--- config.mk ---
export PLATFORM = sky130hd
export DESIGN_NAME = mail_header_unfolder
export DESIGN_NICKNAME = d
export VERILOG_FILES = /design/src/rtl/core/mhu_pkg.sv /design/src/rtl/core/mhu_front.sv /design/src/rtl/core/mhu_queue.sv /design/src/rtl/core/mhu_back.sv /design/src/rtl/core/mail_header_unfolder.sv
export SDC_FILE = /design/constraint.sdc
export NUM_CORES = 1
export LEC_CHECK = 0
export BUFFER_PORTS_ARGS = -buffer_cell sky130_fd_sc_hd__buf_4
export CAP_MARGIN = 25
export CORE_AREA = 2 2 187 189
export CTS_BUF_LIST = sky130_fd_sc_hd__clkbuf_4 sky130_fd_sc_hd__clkbuf_8
export DETAILED_ROUTE_END_ITERATION = 8
export DIE_AREA = 0 0 189 191
export PLACE_DENSITY = 0.46
export REMOVE_ABC_BUFFERS = 1
export SLEW_MARGIN = 20
export SYNTH_ARGS = -nofsm -noshare
export SYNTH_HDL_FRONTEND = slang
export SYNTH_SLANG_ARGS = --single-unit
--- constraint.sdc ---
create_clock -name clock -period 6.3 [get_ports clock]
set_clock_uncertainty 0.1 [all_clocks]
set_input_delay 1.575 -clock clock [delete_from_list [all_inputs] [get_ports clock]]
set_output_delay 1.575 -clock clock [all_outputs]
set_load 0.02 [all_outputs]
--- src/rtl/core/mhu_pkg.sv ---
`timescale 1ns / 1ps
// Shared types and constants for the mail header unfolder.
// No dependencies; every other file in rtl/core imports this package.
package mhu_pkg;

   localparam int DEFAULT_COUNT_WIDTH = 32;
   localparam int DEFAULT_QUEUE_DEPTH = 4;
   localparam int OUT_COUNT_WIDTH     = 32;

   localparam logic [7:0] CH_CR  = 8'h0D;
   localparam logic [7:0] CH_LF  = 8'h0A;
   localparam logic [7:0] CH_SP  = 8'h20;
   localparam logic [7:0] CH_TAB = 8'h09;

   localparam logic FUNC_DATA = 1'b0;
   localparam logic FUNC_EOI  = 1'b1;

   // Result slots of one request, in emission order
   localparam int SLOT_END  = 0;
   localparam int SLOT_CR   = 1;
   localparam int SLOT_BYTE = 2;
   localparam int SLOT_TERM = 3;
   localparam int NUM_SLOTS = 4;

   typedef struct packed {
      logic       func;
      logic [7:0] data_byte;
   } req_payload_type;

   typedef struct packed {
      logic [7:0]                 out_byte;
      logic                       byte_valid;
      logic                       line_end;
      logic                       headers_done;
      logic                       format_error;
      logic [OUT_COUNT_WIDTH-1:0] consumed_count;
      logic                       last_of_run;
   } rsp_payload_type;

   // Everything one request produces, as queued between front and back
   typedef struct packed {
      logic [NUM_SLOTS-1:0]       slots;
      logic [7:0]                 data;
      logic                       term_err;
      logic [OUT_COUNT_WIDTH-1:0] count;
   } bundle_type;

endpackage

--- src/rtl/core/mhu_front.sv ---
`timescale 1ns / 1ps
// Front end: accepts requests, tracks line state and classifies each byte
// into a bundle of results. Depends on mhu_pkg.
module mhu_front import mhu_pkg::*; #(
   parameter int COUNT_WIDTH = DEFAULT_COUNT_WIDTH
) (
   input  logic            clock,
   input  logic            reset,
   input  logic            req_valid,
   input  req_payload_type req_payload,
   output logic            req_stall,
   input  logic            queue_full,
   output logic            push,
   output bundle_type      push_bundle
);

   typedef enum logic [3:0] {
      PH_FIRST = 4'b0001,
      PH_START = 4'b0010,
      PH_BODY  = 4'b0100,
      PH_SKIP  = 4'b1000
   } phase_type;

   phase_type              phase_ff, phase_in;
   logic                   cr_held_ff, cr_held_in;
   logic                   nonempty_ff, nonempty_in;
   logic                   first_line_ff, first_line_in;
   logic [COUNT_WIDTH-1:0] counter_ff, counter_in;
   logic [COUNT_WIDTH-1:0] counter_inc;
   logic [COUNT_WIDTH+OUT_COUNT_WIDTH-1:0] count_wide;

   logic       accept;
   logic [7:0] b;
   logic       is_blank;
   logic       emit_end, emit_cr, emit_byte, emit_term, go_body, clear;
   logic [7:0] byte_val;

   assign req_stall   = queue_full;
   assign accept      = req_valid && !req_stall;
   assign b           = req_payload.data_byte;
   assign is_blank    = (b == CH_SP) || (b == CH_TAB);
   // saturate at all ones
   assign counter_inc = (counter_ff != {COUNT_WIDTH{1'b1}}) ? counter_ff + COUNT_WIDTH'(1)
                                                            : counter_ff;
   assign count_wide  = {{OUT_COUNT_WIDTH{1'b0}}, counter_inc};

   always_comb begin
      phase_in      = phase_ff;
      cr_held_in    = cr_held_ff;
      nonempty_in   = nonempty_ff;
      first_line_in = first_line_ff;
      counter_in    = counter_ff;
      emit_end      = 1'b0;
      emit_cr       = 1'b0;
      emit_byte     = 1'b0;
      emit_term     = 1'b0;
      go_body       = 1'b0;
      clear         = 1'b0;
      byte_val      = b;
      push_bundle   = '0;
      if (req_payload.func == FUNC_EOI) begin
         emit_term            = 1'b1;
         push_bundle.term_err = !first_line_ff;
         clear                = 1'b1;
      end else begin
         first_line_in = 1'b0;
         counter_in    = counter_inc;
         case (phase_ff)
            PH_FIRST, PH_BODY: begin
               go_body = 1'b1;
            end
            PH_SKIP: begin
               go_body = !is_blank;
            end
            PH_START: begin
               if (b == CH_LF) begin
                  // blank line: close the block
                  emit_end          = nonempty_ff;
                  emit_term         = 1'b1;
                  push_bundle.count = count_wide[OUT_COUNT_WIDTH-1:0];
                  clear             = 1'b1;
               end else if (cr_held_ff) begin
                  emit_end = 1'b1;
                  go_body  = 1'b1;
               end else if (b == CH_CR) begin
                  cr_held_in = 1'b1;
               end else if (is_blank) begin
                  // folded line: run of blanks becomes one space
                  emit_byte = 1'b1;
                  byte_val  = CH_SP;
                  phase_in  = PH_SKIP;
               end else begin
                  emit_end = 1'b1;
                  go_body  = 1'b1;
               end
            end
            default: begin
               phase_in = PH_FIRST;
            end
         endcase
         if (go_body) begin
            phase_in   = PH_BODY;
            emit_cr    = cr_held_ff && (b != CH_LF);
            cr_held_in = (b == CH_CR);
            if (b == CH_LF) begin
               phase_in = PH_START;
            end else if (b != CH_CR) begin
               emit_byte = 1'b1;
            end
         end
         if (emit_cr || emit_byte) begin
            nonempty_in = 1'b1;
         end else if (emit_end) begin
            nonempty_in = 1'b0;
         end
      end
      if (clear) begin
         phase_in      = PH_FIRST;
         cr_held_in    = 1'b0;
         nonempty_in   = 1'b0;
         first_line_in = 1'b1;
         counter_in    = '0;
      end
      push_bundle.slots[SLOT_END]  = emit_end;
      push_bundle.slots[SLOT_CR]   = emit_cr;
      push_bundle.slots[SLOT_BYTE] = emit_byte;
      push_bundle.slots[SLOT_TERM] = emit_term;
      push_bundle.data             = byte_val;
   end

   // Only requests that produce results enter the queue
   assign push = accept && (push_bundle.slots != '0);

   always_ff @(posedge clock) begin
      if (reset) begin
         phase_ff      <= PH_FIRST;
         cr_held_ff    <= 1'b0;
         nonempty_ff   <= 1'b0;
         first_line_ff <= 1'b1;
         counter_ff    <= '0;
      end else if (accept) begin
         phase_ff      <= phase_in;
         cr_held_ff    <= cr_held_in;
         nonempty_ff   <= nonempty_in;
         first_line_ff <= first_line_in;
         counter_ff    <= counter_in;
      end
   end

   a_eoi_restarts: assert property (@(posedge clock) disable iff (reset)
      accept && req_payload.func == FUNC_EOI
      |=> phase_ff == PH_FIRST && first_line_ff && counter_ff == '0)
      else $error("front state not cleared after end of input");

   a_term_alone: assert property (@(posedge clock) disable iff (reset)
      push && push_bundle.slots[SLOT_TERM]
      |-> !push_bundle.slots[SLOT_CR] && !push_bundle.slots[SLOT_BYTE])
      else $error("termination bundled with header data");

endmodule

--- src/rtl/core/mhu_queue.sv ---
`timescale 1ns / 1ps
// Short bundle queue decoupling the front end from the result sequencer.
// Depends on mhu_pkg.
module mhu_queue import mhu_pkg::*; #(
   parameter int QUEUE_DEPTH = DEFAULT_QUEUE_DEPTH
) (
   input  logic       clock,
   input  logic       reset,
   input  logic       push,
   input  bundle_type push_bundle,
   input  logic       pop,
   output bundle_type head,
   output logic       empty,
   output logic       full
);

   localparam int PtrWidth = (QUEUE_DEPTH > 1) ? $clog2(QUEUE_DEPTH) : 1;
   localparam int CntWidth = $clog2(QUEUE_DEPTH + 1);

   bundle_type          store_ff [QUEUE_DEPTH];
   logic [PtrWidth-1:0] wr_ptr_ff, wr_ptr_in;
   logic [PtrWidth-1:0] rd_ptr_ff, rd_ptr_in;
   logic [CntWidth-1:0] fill_ff, fill_in;
   logic                do_push, do_pop;

   assign empty   = (fill_ff == '0);
   assign full    = (fill_ff == CntWidth'(QUEUE_DEPTH));
   assign do_push = push && !full;
   assign do_pop  = pop && !empty;
   assign head    = store_ff[rd_ptr_ff];

   always_comb begin
      wr_ptr_in = wr_ptr_ff;
      rd_ptr_in = rd_ptr_ff;
      fill_in   = fill_ff;
      if (do_push) begin
         wr_ptr_in = (wr_ptr_ff == PtrWidth'(QUEUE_DEPTH - 1)) ? '0
                   : wr_ptr_ff + PtrWidth'(1);
      end
      if (do_pop) begin
         rd_ptr_in = (rd_ptr_ff == PtrWidth'(QUEUE_DEPTH - 1)) ? '0
                   : rd_ptr_ff + PtrWidth'(1);
      end
      if (do_push && !do_pop) begin
         fill_in = fill_ff + CntWidth'(1);
      end else if (do_pop && !do_push) begin
         fill_in = fill_ff - CntWidth'(1);
      end
   end

   always_ff @(posedge clock) begin
      if (reset) begin
         wr_ptr_ff <= '0;
         rd_ptr_ff <= '0;
         fill_ff   <= '0;
      end else begin
         wr_ptr_ff <= wr_ptr_in;
         rd_ptr_ff <= rd_ptr_in;
         fill_ff   <= fill_in;
      end
   end

   always_ff @(posedge clock) begin
      if (do_push) begin
         store_ff[wr_ptr_ff] <= push_bundle;
      end
   end

   a_fill_bound: assert property (@(posedge clock) disable iff (reset)
      fill_ff <= CntWidth'(QUEUE_DEPTH))
      else $error("queue fill beyond depth");

endmodule

--- src/rtl/core/mhu_back.sv ---
`timescale 1ns / 1ps
// Back end: walks the slots of the head bundle and presents one result per
// cycle while not stalled, via a registered output stage. Depends on mhu_pkg.
module mhu_back import mhu_pkg::*; (
   input  logic            clock,
   input  logic            reset,
   input  bundle_type      head,
   input  logic            empty,
   output logic            pop,
   output logic            rsp_valid,
   input  logic            rsp_stall,
   output rsp_payload_type rsp_payload
);

   logic [NUM_SLOTS-1:0] sent_ff, sent_in;
   logic [NUM_SLOTS-1:0] pending, sel, rest;
   logic                 rsp_valid_ff, rsp_valid_in;
   rsp_payload_type      rsp_payload_ff, rsp_payload_in;
   logic                 load, advance;

   assign pending = empty ? '0 : (head.slots & ~sent_ff);
   assign sel     = pending & (~pending + NUM_SLOTS'(1));
   assign rest    = pending & ~sel;
   assign load    = !rsp_valid_ff || !rsp_stall;
   assign advance = load && (pending != '0);
   assign pop     = advance && (rest == '0);

   always_comb begin
      sent_in = sent_ff;
      if (pop) begin
         sent_in = '0;
      end else if (advance) begin
         sent_in = sent_ff | sel;
      end
      rsp_valid_in = advance ? 1'b1 : (load ? 1'b0 : rsp_valid_ff);

      rsp_payload_in              = '0;
      rsp_payload_in.byte_valid   = sel[SLOT_CR] || sel[SLOT_BYTE];
      rsp_payload_in.line_end     = sel[SLOT_END];
      rsp_payload_in.headers_done = sel[SLOT_TERM] && !head.term_err;
      rsp_payload_in.format_error = sel[SLOT_TERM] && head.term_err;
      rsp_payload_in.last_of_run  = (rest == '0);
      if (sel[SLOT_CR]) begin
         rsp_payload_in.out_byte = CH_CR;
      end else if (sel[SLOT_BYTE]) begin
         rsp_payload_in.out_byte = head.data;
      end
      if (sel[SLOT_TERM] && !head.term_err) begin
         rsp_payload_in.consumed_count = head.count;
      end
   end

   always_ff @(posedge clock) begin
      if (reset) begin
         sent_ff      <= '0;
         rsp_valid_ff <= 1'b0;
      end else begin
         sent_ff      <= sent_in;
         rsp_valid_ff <= rsp_valid_in;
      end
   end

   // hold payload while stalled
   always_ff @(posedge clock) begin
      if (advance) begin
         rsp_payload_ff <= rsp_payload_in;
      end
   end

   assign rsp_valid   = rsp_valid_ff;
   assign rsp_payload = rsp_payload_ff;

   a_one_kind: assert property (@(posedge clock) disable iff (reset)
      rsp_valid_ff |-> $onehot({rsp_payload_ff.byte_valid, rsp_payload_ff.line_end,
                                rsp_payload_ff.headers_done, rsp_payload_ff.format_error}))
      else $error("result carries more than one kind");

   a_pop_ends_run: assert property (@(posedge clock) disable iff (reset)
      pop |=> rsp_valid_ff && rsp_payload_ff.last_of_run)
      else $error("bundle released without closing its run");

endmodule

--- src/rtl/core/mail_header_unfolder.sv ---
`timescale 1ns / 1ps
// Mail header unfolder top level: front end, bundle queue, result sequencer.
// Depends on mhu_pkg, mhu_front, mhu_queue, mhu_back.
//
//   channel   direction  handshake           payload
//   req_      in         req_valid/stall     req_payload_type (func, data_byte)
//   rsp_      out        rsp_valid/stall     rsp_payload_type (one result each)
//
// A request is classified in the cycle it is accepted; up to three
// results follow via the queue and output register, one per unstalled cycle.
// Requests are taken every cycle while the bundle queue has room; sustained
// rate is set by the one-result-per-cycle output register.
// Reset is synchronous and clears line state, the counter and the queue.
// A stall on rsp_ holds the output register; requests keep entering until
// the queue fills, then req_stall rises.
module mail_header_unfolder import mhu_pkg::*; #(
   parameter int COUNT_WIDTH = DEFAULT_COUNT_WIDTH,
   parameter int QUEUE_DEPTH = DEFAULT_QUEUE_DEPTH
) (
   input  logic            clock,
   input  logic            reset,
   input  logic            req_valid,
   output logic            req_stall,
   input  req_payload_type req_payload,
   output logic            rsp_valid,
   input  logic            rsp_stall,
   output rsp_payload_type rsp_payload
);

   logic       push, pop, empty, full;
   bundle_type push_bundle, head;

   mhu_front #(
      .COUNT_WIDTH (COUNT_WIDTH)
   ) u_front (
      .clock       (clock),
      .reset       (reset),
      .req_valid   (req_valid),
      .req_payload (req_payload),
      .req_stall   (req_stall),
      .queue_full  (full),
      .push        (push),
      .push_bundle (push_bundle)
   );

   mhu_queue #(
      .QUEUE_DEPTH (QUEUE_DEPTH)
   ) u_queue (
      .clock       (clock),
      .reset       (reset),
      .push        (push),
      .push_bundle (push_bundle),
      .pop         (pop),
      .head        (head),
      .empty       (empty),
      .full        (full)
   );

   mhu_back u_back (
      .clock       (clock),
      .reset       (reset),
      .head        (head),
      .empty       (empty),
      .pop         (pop),
      .rsp_valid   (rsp_valid),
      .rsp_stall   (rsp_stall),
      .rsp_payload (rsp_payload)
   );

endmodule
==> out/qor.yml, run 1 <==
run_status:
  status: "complete, no violations"
cts:
  cts_root_buf: "clkbuf_8"
  cts_resized: 0
  cts_num_sinks: 278
  post_cts_buffers: 0
  numCtsBuffers: 48
  clk_path_buf_depth: 3
  cts_tree: "done"
  htree_num_levels: 2
  insertion_delay_ps: 590
  clk_pin_slew_ps: 60
  hold_buffers: 0
timing:
  worst_slew_pin_slew_ps: 893
  setup_viol: 0
  max_freq_mhz: 247
  min_period_ps: 4040
  report.final.slew_viol_count: 0
  slew_headroom_pct: 40.3
  fin_crit_sh_pct: 64.1
  hold_violations: 0
  rsz0062_at_grt: "false"
floorplanning:
  rows: 68
  die-height_um: 191
  boundaryPins: 60
  die_w_um: 189
  initial_utilization_pct: 34.6
  fp.dieArea_sq_um: 36100
  core_sq_um: 34100
worst_setup_path:
  end_kind: "register"
  cp_cell_sequence: "buf_4, or4b_2, a211o_1, a21oi_1, o221ai_1, and3_2, buf_4"
  crit_slowest_cell: "or4b_2"
  cp_max_fo: 26
  cpMostUsedCell: "buf_4"
  path_class: "primary input to register"
  max_stage_delay_ps: 660
  required_ps: 6480
  worst_setup_path_start_kind: "primary input"
  arrival_ps: 4220
cells_and_area:
  nNetsFinal: 920
  fill_cells: 3207
  synthToLayoutAreaGrowth_pct: 17.0
  diodes: 0
  mostFrequentLayoutCells: "edfxtp_1, buf_4, nor2_1, clkbuf_8, dfxtp_1"
  final_layout_size_suffix_gt1_share_pct: 26.2
  stdcell_count: 1394
  final_common_cell: "edfxtp_1"
  utilization_pct: 40.5
power:
  p_sw_share_pct: 30.0
  internal_power_mw: 3.99
  power_frac_clock_pct: 31.9
  combPwrFrac_pct: 24.9
  peakVddDrop_v: 0.000213
  p_switching_mw: 1.71
  power_leakage_nw: 4.57
  power_density_nw_per_um2: 412
  seqPwrFrac_pct: 43.1
flow_run:
  cap_violations: 0
routing:
  ant_nets: 0
  drt_iter0_drc: 437
  post_drt_wl_per_cell_um: 19.1
  vias: 6998
  drcViolationCount: 0
  viasPerCell: 5.02
  drt_pass1_iterations: 5
  routed_wl_um: 26700
synth:
  synth_edf_count: 225
  async_flop_share_pct: 0
  synth_top_area_cell: "edfxtp_1"
  synth_top_area_share_pct: 57.3
  yosysSeqAreaShare_pct: 66.3
  synthFlopType: "edfxtp_1"
  synth_cells: 820
  ys_top_cells_by_area: "edfxtp_1, dfxtp_1, mux4_2, nor2b_2, nor2_1"
  yosysWarnings: 0
  syn_area_per_cell_sq_um: 14.4
  synth_seq_cells: 278
  synthDistinctLibCells: 62
  syn_area_sq_um: 11800
global_routing:
  antenna_found_initial: 0
  grt_max_degree: 46
  grt.total_usage_pct: 15.0
  grt_pass1_wl_um: 41700
  overflow: 0
  first_global_vias: 7174
place:
  gp_congestion: 0.819
  dp.cells: 1304
  portBuffers: 59
  detailed_place_hpwl_um: 16200
min_path:
  min_path_type: "register to register"
final timing paths:
check,startpoint,end,slack [ps],depth (start not counted)
min,u_front.phase_ff[1],u_front.phase_ff[1],400,2
max,req_payload[2],u_queue.store_ff[1][31],2260,7
min reg2reg,u_front.phase_ff[1],u_front.phase_ff[1],400,2
max reg2reg,register,u_queue.fill_ff[2],2430,13
worst max-delay path, delay by kind of cell:
family / cells / cell delay (ps)
compound gates: 3 / 960
simple gates: 2 / 1160
buf+inv: 2 / 490
flip-flops by register name, indices dropped and copies added (netlist names), 2 cells and up, named ones only:
register	cells
u_back.rsp_payload	45
u_front.phase_ff	4
u_queue.store_ff	180
u_front.counter_ff	32
u_queue.fill_ff	3
u_queue.rd_ptr_ff	2
u_back.sent_ff	4
u_queue.wr_ptr_ff	2
power by group through the flow:
| stage | combinational [mW] | sequential (mW) | clock (mW) |
|---|---|---|---|
| after global placement | 1.46 | 2.50 | 0 |
| after detailed placement | 1.46 | 2.50 | 0 |
| after floorplan | 0.692 | 2.72 | 0 |
| after global routing | 1.56 | 2.49 | 1.95 |
| after CTS | 1.47 | 2.47 | 1.88 |
| final | 1.42 | 2.46 | 1.82 |
area by class of cell:
type,instances,area [sq um],share of cell area (%)
multi-input cells,480,3730,27.0
repair buffers,72,541,3.91
clock buffers,69,850,6.15
clock inverters,21,224,1.62
inverters,19,71.3,0.516
well taps,455,569,4.12
flip-flops and latches,278,7820,56.6
cells by family (layout without fill, tap and decap cells):
logic type | after synthesis | count (layout) | synth area share [%]
AO/OA/AOI/OAI | 129 | 129 | 6.62
XOR/XNOR | 35 | 35 | 2.60
adder cells (fa/ha/maj) | 8 | 8 | 0.912
buffers and inverters | 62 | 181 | 2.25
flip-flops | 278 | 278 | 66.3
multiplexers | 48 | 48 | 8.84
AND/OR/NAND/NOR | 260 | 260 | 12.5
per-layer routing:
metal | vias to the layer above | global-route usage (%) | routed length, um
met3 | 42 | 2.72 | 968
met1 | 3505 | 20.1 | 12400
li1 | 3319 | - | -
met5 | - | 0 | 0
met4 | 0 | 4.60 | 527
met2 | 132 | 24.9 | 12800
metrics by stage:
step	TNS, ps	total power, mW	setup slack, ps	hold WS, ps	instance area [sq um]
after floorplan	-42770	3.42	-951	348	11600
after global placement	0	3.96	1750	380	12700
after detailed placement	0	3.96	1700	387	12700
after CTS	0	5.81	2300	396	13800
after global routing	0	6.00	2160	430	13800
final	0	5.70	2260	396	13800
synth_stat cells (3+ instances only):
cell type    n
nor2b_1      8
mux4_2      45
nor2b_2     28
a21oi_1     39
o31ai_1      4
or3_1       18
buf_6        4
a211oi_1     3
ha_1         7
mux2i_1      3
and4_1       7
or4b_2       3
a211o_1      3
nor4_1       4
and2_1       9
and3_1      17
o21ai_0     38
nand3_1     22
edfxtp_1   225
o21ai_1      3
nand2_1     32
a31oi_1     15
dfxtp_1     53
nor2_1      62
nand4_1     13
nand2b_1     8
nor3b_1      4
clkbuf_1    35
xor2_1      17
nor3_1      14
inv_1       18
xnor2_1     18
No activity file was read; power rests on OpenSTA's default activity.
==> run 2, diff against run 1 <==
--- a/config.mk
+++ b/config.mk
@@ -5,12 +5,13 @@
 export SDC_FILE = /design/constraint.sdc
 export NUM_CORES = 1
 export LEC_CHECK = 0
+export ABC_AREA = 1
 export BUFFER_PORTS_ARGS = -buffer_cell sky130_fd_sc_hd__buf_4
 export CAP_MARGIN = 25
-export CORE_AREA = 2 2 187 189
+export CORE_AREA = 2 2 189 191
 export CTS_BUF_LIST = sky130_fd_sc_hd__clkbuf_4 sky130_fd_sc_hd__clkbuf_8
 export DETAILED_ROUTE_END_ITERATION = 8
-export DIE_AREA = 0 0 189 191
+export DIE_AREA = 0 0 191 193
 export PLACE_DENSITY = 0.46
 export REMOVE_ABC_BUFFERS = 1
 export SLEW_MARGIN = 20
==> constraint.sdc (replaced) <==
create_clock -name clock -period 4 [get_ports clock]
set_clock_uncertainty 0.1 [all_clocks]
set_input_delay 1 -clock clock [delete_from_list [all_inputs] [get_ports clock]]
set_output_delay 1 -clock clock [all_outputs]
set_load 0.02 [all_outputs]
==> out/qor.yml, run 2 <==
worst_setup_path:
  path_class: "primary input to register"
  crit_buf_inv: 5
  worst_setup_path_start_kind: "primary input"
  arrival_ps: 3470
  r2r_start: "u_front.phase_ff[0]"
  end_kind: "register"
  crit_family: "simple AND/OR/NAND/NOR gates"
  regToRegEndpoint: "u_queue.fill_ff[2]"
  max_stage_delay_ps: 440
  regToRegSetupSlack_ps: 1100
  cp_max_fo: 6
  required_ps: 4400
  crit_slowest_cell: "fa_1"
  reg2reg_depth: 19
  cp_cell_sequence: "buf_4, inv_1, nand3_1, nor2_2, nand2_1, nand2_2, inv_1, nand2_1, a21oi_1, nand2_2, nand2_1, inv_1, ha_1, inv_1, fa_1, nor2_1, nor2_1, nand2_1, o21ai_0, a21oi_1"
timing:
  slew_headroom_pct: 46.7
  min_period_ps: 3080
  fin_crit_sh_pct: 77.0
  max_freq_mhz: 325
  setup_viol: 0
  hold_slack_ps: 369
  hold_violations: 0
  rsz0062_at_grt: "false"
  report.final.slew_viol_count: 0
  worst_slew_pin_slew_ps: 798
synth:
  synth.most_common_cell: "edfxtp_1"
  synth_seq_cells: 278
  synth_edf_count: 225
  ys_top_cells_by_area: "edfxtp_1, dfxtp_1, nor2_1, nand2_1, a21oi_1"
  yosysSeqAreaShare_pct: 65.0
  syn_area_sq_um: 12000
  synthFlopType: "edfxtp_1"
  async_flop_share_pct: 0
  yosys-top-cells-count: "edfxtp_1, nor2_1, nand2_1"
  synth_top_area_cell: "edfxtp_1"
  synth_top_area_share_pct: 56.2
  syn_area_per_cell_sq_um: 10.2
  synthDistinctLibCells: 44
  yosysWarnings: 0
  synth_cells: 1175
cts:
  cts_num_sinks: 278
  cts_tree: "done"
  clk_pin_slew_ps: 60
  insertion_delay_ps: 580
  post_cts_buffers: 0
  clk_path_buf_depth: 3
  htree_num_levels: 2
  cts_root_buf: "clkbuf_8"
  cts_resized: 0
  hold_buffers: 0
  numCtsBuffers: 48
floorplanning:
  die-height_um: 193
  rows: 69
  core_sq_um: 35000
  initial_utilization_pct: 34.4
  die_w_um: 191
  boundaryPins: 60
  fp.dieArea_sq_um: 36900
global_routing:
  grt_pass1_wl_um: 45500
  grt_max_degree: 50
  grt.total_usage_pct: 16.1
  first_global_vias: 8196
  antenna_found_initial: 0
  overflow: 0
power:
  peakVddDrop_v: 0.000480
  power_density_nw_per_um2: 659
  power_mw: 9.24
  power_leakage_nw: 4.97
routing:
  ant_nets: 0
  drt_pass1_iterations: 5
  met2WireLength_um: 13200
  drcViolationCount: 0
  vias: 8299
  drt_iter0_drc: 578
  topRoutingLayerUsed: "met4"
  viasPerCell: 4.74
  wl_met3_um: 1140
  met1_length_um: 14000
  post_drt_wl_per_cell_um: 16.5
  routed_wl_um: 28900
min_path:
  whs_path_depth: 2
  min_from: "u_front.cr_held_ff"
  min_path_type: "register to register"
  hold_end: "u_front.cr_held_ff"
run_status:
  status: "complete, no violations"
place:
  dp.cells: 1661
  detailed_place_hpwl_um: 17900
  portBuffers: 59
  gp_congestion: 0.892
cells_and_area:
  largest_register: "u_queue.store_ff"
  final_common_cell: "edfxtp_1"
  fill_cells: 3426
  largest_reg_flops: 180
  mostFrequentLayoutCells: "edfxtp_1, nor2_1, nand2_1, a21oi_1, o21ai_0"
  final_layout_size_suffix_gt1_share_pct: 15.7
  stdcell_count: 1751
  nNetsFinal: 1271
  synthToLayoutAreaGrowth_pct: 16.8
  diodes: 0
flow_run:
  cap_violations: 0
==> run 2: cell types whose count changed in the layout (fill, tap and decap cells not counted), sizes merged, moves of 9 or more <==
| cell | change |
|---|---|
| nand2 | +185 |
| nor2 | +163 |
| a21oi | +73 |
| inv | +60 |
| o21ai | +52 |
| mux4 | -45 |
| nor2b | -36 |
| or3 | -19 |
| and3 | -17 |
| a31oi | -12 |
| buf | +10 |
| and2 | -9 |
==> run 2: cells by family after synthesis <==
kind of cell	share of synthesized area (%)
XOR/XNOR	2.19
flip-flops	65.0
buffers and inverters	4.91
AO/OA/AOI/OAI	9.52
multiplexers	0.0833
adder cells (fa/ha/maj)	0.895
AND/OR/NAND/NOR	17.4
==> run 2: worst max-delay path by stage <==
stage               slack, ps  depth (start not counted)      startpoint                  to
floorplan                -810                         16        register  u_queue.fill_ff[2]
global placement          390                         20  req_payload[4]  u_queue.fill_ff[2]
detailed placement        350                         20  req_payload[4]  u_queue.fill_ff[2]
CTS                       960                         20  req_payload[4]  u_queue.fill_ff[2]
global route              670                         22  req_payload[4]  u_queue.fill_ff[2]
finish                    920                         20  req_payload[4]  u_queue.fill_ff[2]
==> run 2: metal layers <==
layer,track usage (%),up-vias
li1,-,4135
met1,22.3,3963
met2,25.8,155
met3,2.86,46
met4,4.50,0
met5,0,-
==> run 2: worst reg2reg max path, delay by kind of cell (launching register included) <==
| kind | cells | cell delay (ps) |
|---|---|---|
| compound gates | 3 | 260 |
| fa+ha+maj | 2 | 570 |
| buf+inv | 5 | 600 |
| flops | 1 | 300 |
| simple gates | 9 | 990 |
==> run 2: final cells by class <==
type	count	area (sq um)	share of cell area, %
sequential	278	7820	55.7
multi-input combinational	758	3640	26.0
clock buffer	66	827	5.89
timing repair buffer	82	666	4.74
tap	461	577	4.11
inverter	82	312	2.22
clock inverter	24	188	1.34
==> run 2: report_power, final <==
part | switching (mW) | internal [mW] | leakage (nW) | total [mW]
clock | 1.16 | 1.54 | 0.534 | 2.70
sequential | 0.129 | 3.74 | 2.43 | 3.87
combinational | 1.88 | 0.796 | 2.01 | 2.68
==> run 2: through the flow <==
stage | cell area [sq um] | util, % | setup WS (ps) | setup TNS (ps)
floorplan | 11700 | - | -807 | -89270
global placement | 13000 | 37.2 | 389 | 0
detailed placement | 13000 | 37.2 | 354 | 0
CTS | 14000 | 40.1 | 958 | 0
global route | 14000 | 40.1 | 672 | 0
finish | 14000 | 40.1 | 921 | 0
==> run 3, diff against run 2 <==
--- a/config.mk
+++ b/config.mk
@@ -12,7 +12,7 @@
 export CTS_BUF_LIST = sky130_fd_sc_hd__clkbuf_4 sky130_fd_sc_hd__clkbuf_8
 export DETAILED_ROUTE_END_ITERATION = 8
 export DIE_AREA = 0 0 191 193
-export PLACE_DENSITY = 0.46
+export PLACE_DENSITY = 0.48
 export REMOVE_ABC_BUFFERS = 1
 export SLEW_MARGIN = 20
 export SYNTH_ARGS = -nofsm -noshare
==> constraint.sdc (replaced) <==
create_clock -name clock -period 2.8 [get_ports clock]
set_clock_uncertainty 0.1 [all_clocks]
set_input_delay 0.7 -clock clock [delete_from_list [all_inputs] [get_ports clock]]
set_output_delay 0.7 -clock clock [all_outputs]
set_load 0.02 [all_outputs]
==> out/qor.yml, run 3 (synthesis results as in run 2) <==
cells_and_area:
  largest_register: "u_queue.store_ff"
  largest_reg_flops: 180
  final_common_cell: "edfxtp_1"
  synthToLayoutAreaGrowth_pct: 19.5
  diodes: 0
  stdcell_count: 1787
  mostFrequentLayoutCells: "edfxtp_1, nor2_1, nand2_1, a21oi_1, buf_4"
  utilization_pct: 41.1
  final_layout_size_suffix_gt1_share_pct: 18.8
  nNetsFinal: 1309
power:
  power_leakage_nw: 5.18
  peakVddDrop_v: 0.000447
  power_mw: 13.2
  power_density_nw_per_um2: 921
cts:
  insertion_delay_ps: 580
  htree_num_levels: 2
  cts_root_buf: "clkbuf_8"
  clk_pin_slew_ps: 60
  numCtsBuffers: 47
  clk_path_buf_depth: 3
  hold_buffers: 0
  cts_tree: "done"
  cts_num_sinks: 278
place:
  dp.cells: 1699
  gp_congestion: 0.869
  detailed_place_hpwl_um: 18300
  portBuffers: 59
worst_setup_path:
  cp_max_fo: 9
  worst_setup_path_start_kind: "register"
  cp_cell_sequence: "buf_6, nand3_1, nand4_1, nand2_2, clkinv_2, nand2_4, a21oi_2, nand2_2, ha_1, inv_1, fa_2, o21ai_0, a21oi_1"
  path_class: "register to register"
  max_stage_delay_ps: 430
  regToRegSetupSlack_ps: 230
  required_ps: 3160
  arrival_ps: 2940
  cpMostUsedCell: "nand2_2"
  end_kind: "register"
  crit_slowest_cell: "fa_2"
routing:
  viasPerCell: 4.72
  drt_pass1_iterations: 5
  ant_nets: 0
  post_drt_wl_per_cell_um: 16.2
  drcViolationCount: 0
  drt_iter0_drc: 461
  vias: 8430
  routed_wl_um: 28900
global_routing:
  grt_pass1_wl_um: 45100
  overflow: 0
  first_global_vias: 7974
  antenna_found_initial: 0
  grt_max_degree: 51
  grt.total_usage_pct: 15.8
timing:
  setup_viol: 0
  slew_headroom_pct: 47.3
  fin_crit_sh_pct: 91.9
  worst_slew_pin_slew_ps: 790
  hold_violations: 0
  max_freq_mhz: 389
  rsz0062_at_grt: "false"
  min_period_ps: 2570
  report.final.slew_viol_count: 0
floorplanning:
  core_sq_um: 35000
  die_w_um: 191
  boundaryPins: 60
  die-height_um: 193
  rows: 69
  fp.dieArea_sq_um: 36900
  initial_utilization_pct: 34.4
run_status:
  status: "complete, no violations"
flow_run:
  cap_violations: 0
min_path:
  min_path_type: "primary input to register"
==> run 3: cell types whose count changed in the layout (fill, tap and decap cells not counted), sizes merged <==
| cell | before | now |
|---|---|---|
| clkinv | 21 | 10 |
| clkbuf | 66 | 76 |
| inv | 80 | 81 |
| buf | 82 | 121 |
| bufinv | 3 | 1 |
| clkinvlp | 2 | 1 |
==> run 3: metal layers <==
layer  GRT usage [%]  part of all wire, %  vias to the layer above
li1                -                    -                     4215
met1            22.8                   50                     4041
met2            24.4                   44                      130
met3            2.68                  3.7                       44
met4            5.16                  1.9                        0
met5               0                    0                        -
==> run 3: worst paths after layout <==
kind | startpoint | to | cells after the start
max | register | u_queue.fill_ff[1] | 13
min | req_payload[1] | u_queue.store_ff[1][34] | 2
max reg2reg | register | u_queue.fill_ff[1] | 13
min reg2reg | u_front.cr_held_ff | u_front.cr_held_ff | 2
==> run 3: layout make-up <==
class / count / area [sq um]
timing repair buffer: 121 / 1040
sequential: 278 / 7820
clock inverter: 11 / 81.3
fill: 3433 / 20600
clock buffer: 76 / 883
inverter: 82 / 314
multi-input combinational: 758 / 3650
tap: 461 / 577
==> run 3: what timing repair did <==
action,4_1_cts,5_1_grt
hold endpoints to repair,0,0
setup buffers,0,1
endpoints found under the setup margin,0,2
gates resized for setup,0,7
==> run 3: where the power goes <==
| part | internal, mW | total, mW | leakage (nW) | switching, mW |
|---|---|---|---|---|
| sequential | 5.35 | 5.56 | 2.43 | 0.214 |
| combinational | 1.27 | 3.98 | 2.23 | 2.70 |
| clock | 2.09 | 3.70 | 0.520 | 1.61 |
==> run 3: through the flow <==
| step | instance area (sq um) | setup slack (ps) | TNS [ps] | hold WS (ps) |
|---|---|---|---|---|
| global placement | 13400 | -266 | -842 | 348 |
| detailed placement | 13400 | -340 | -8610 | 360 |
| global route | 14400 | 24.4 | 0 | 308 |
| CTS | 14300 | 142 | 0 | 296 |
| floorplan | 11700 | -2010 | -351130 | 332 |
| finish | 14400 | 226 | 0 | 328 |
==> run 3: critical path, delay by kind of cell (launching register included) <==
kind	cells	cell delay, ps
adders and majority gates	2	640
and+or+nand+nor	5	580
buffers and inverters	3	360
AOI/OAI and AO/OA	3	390
DFF	1	390
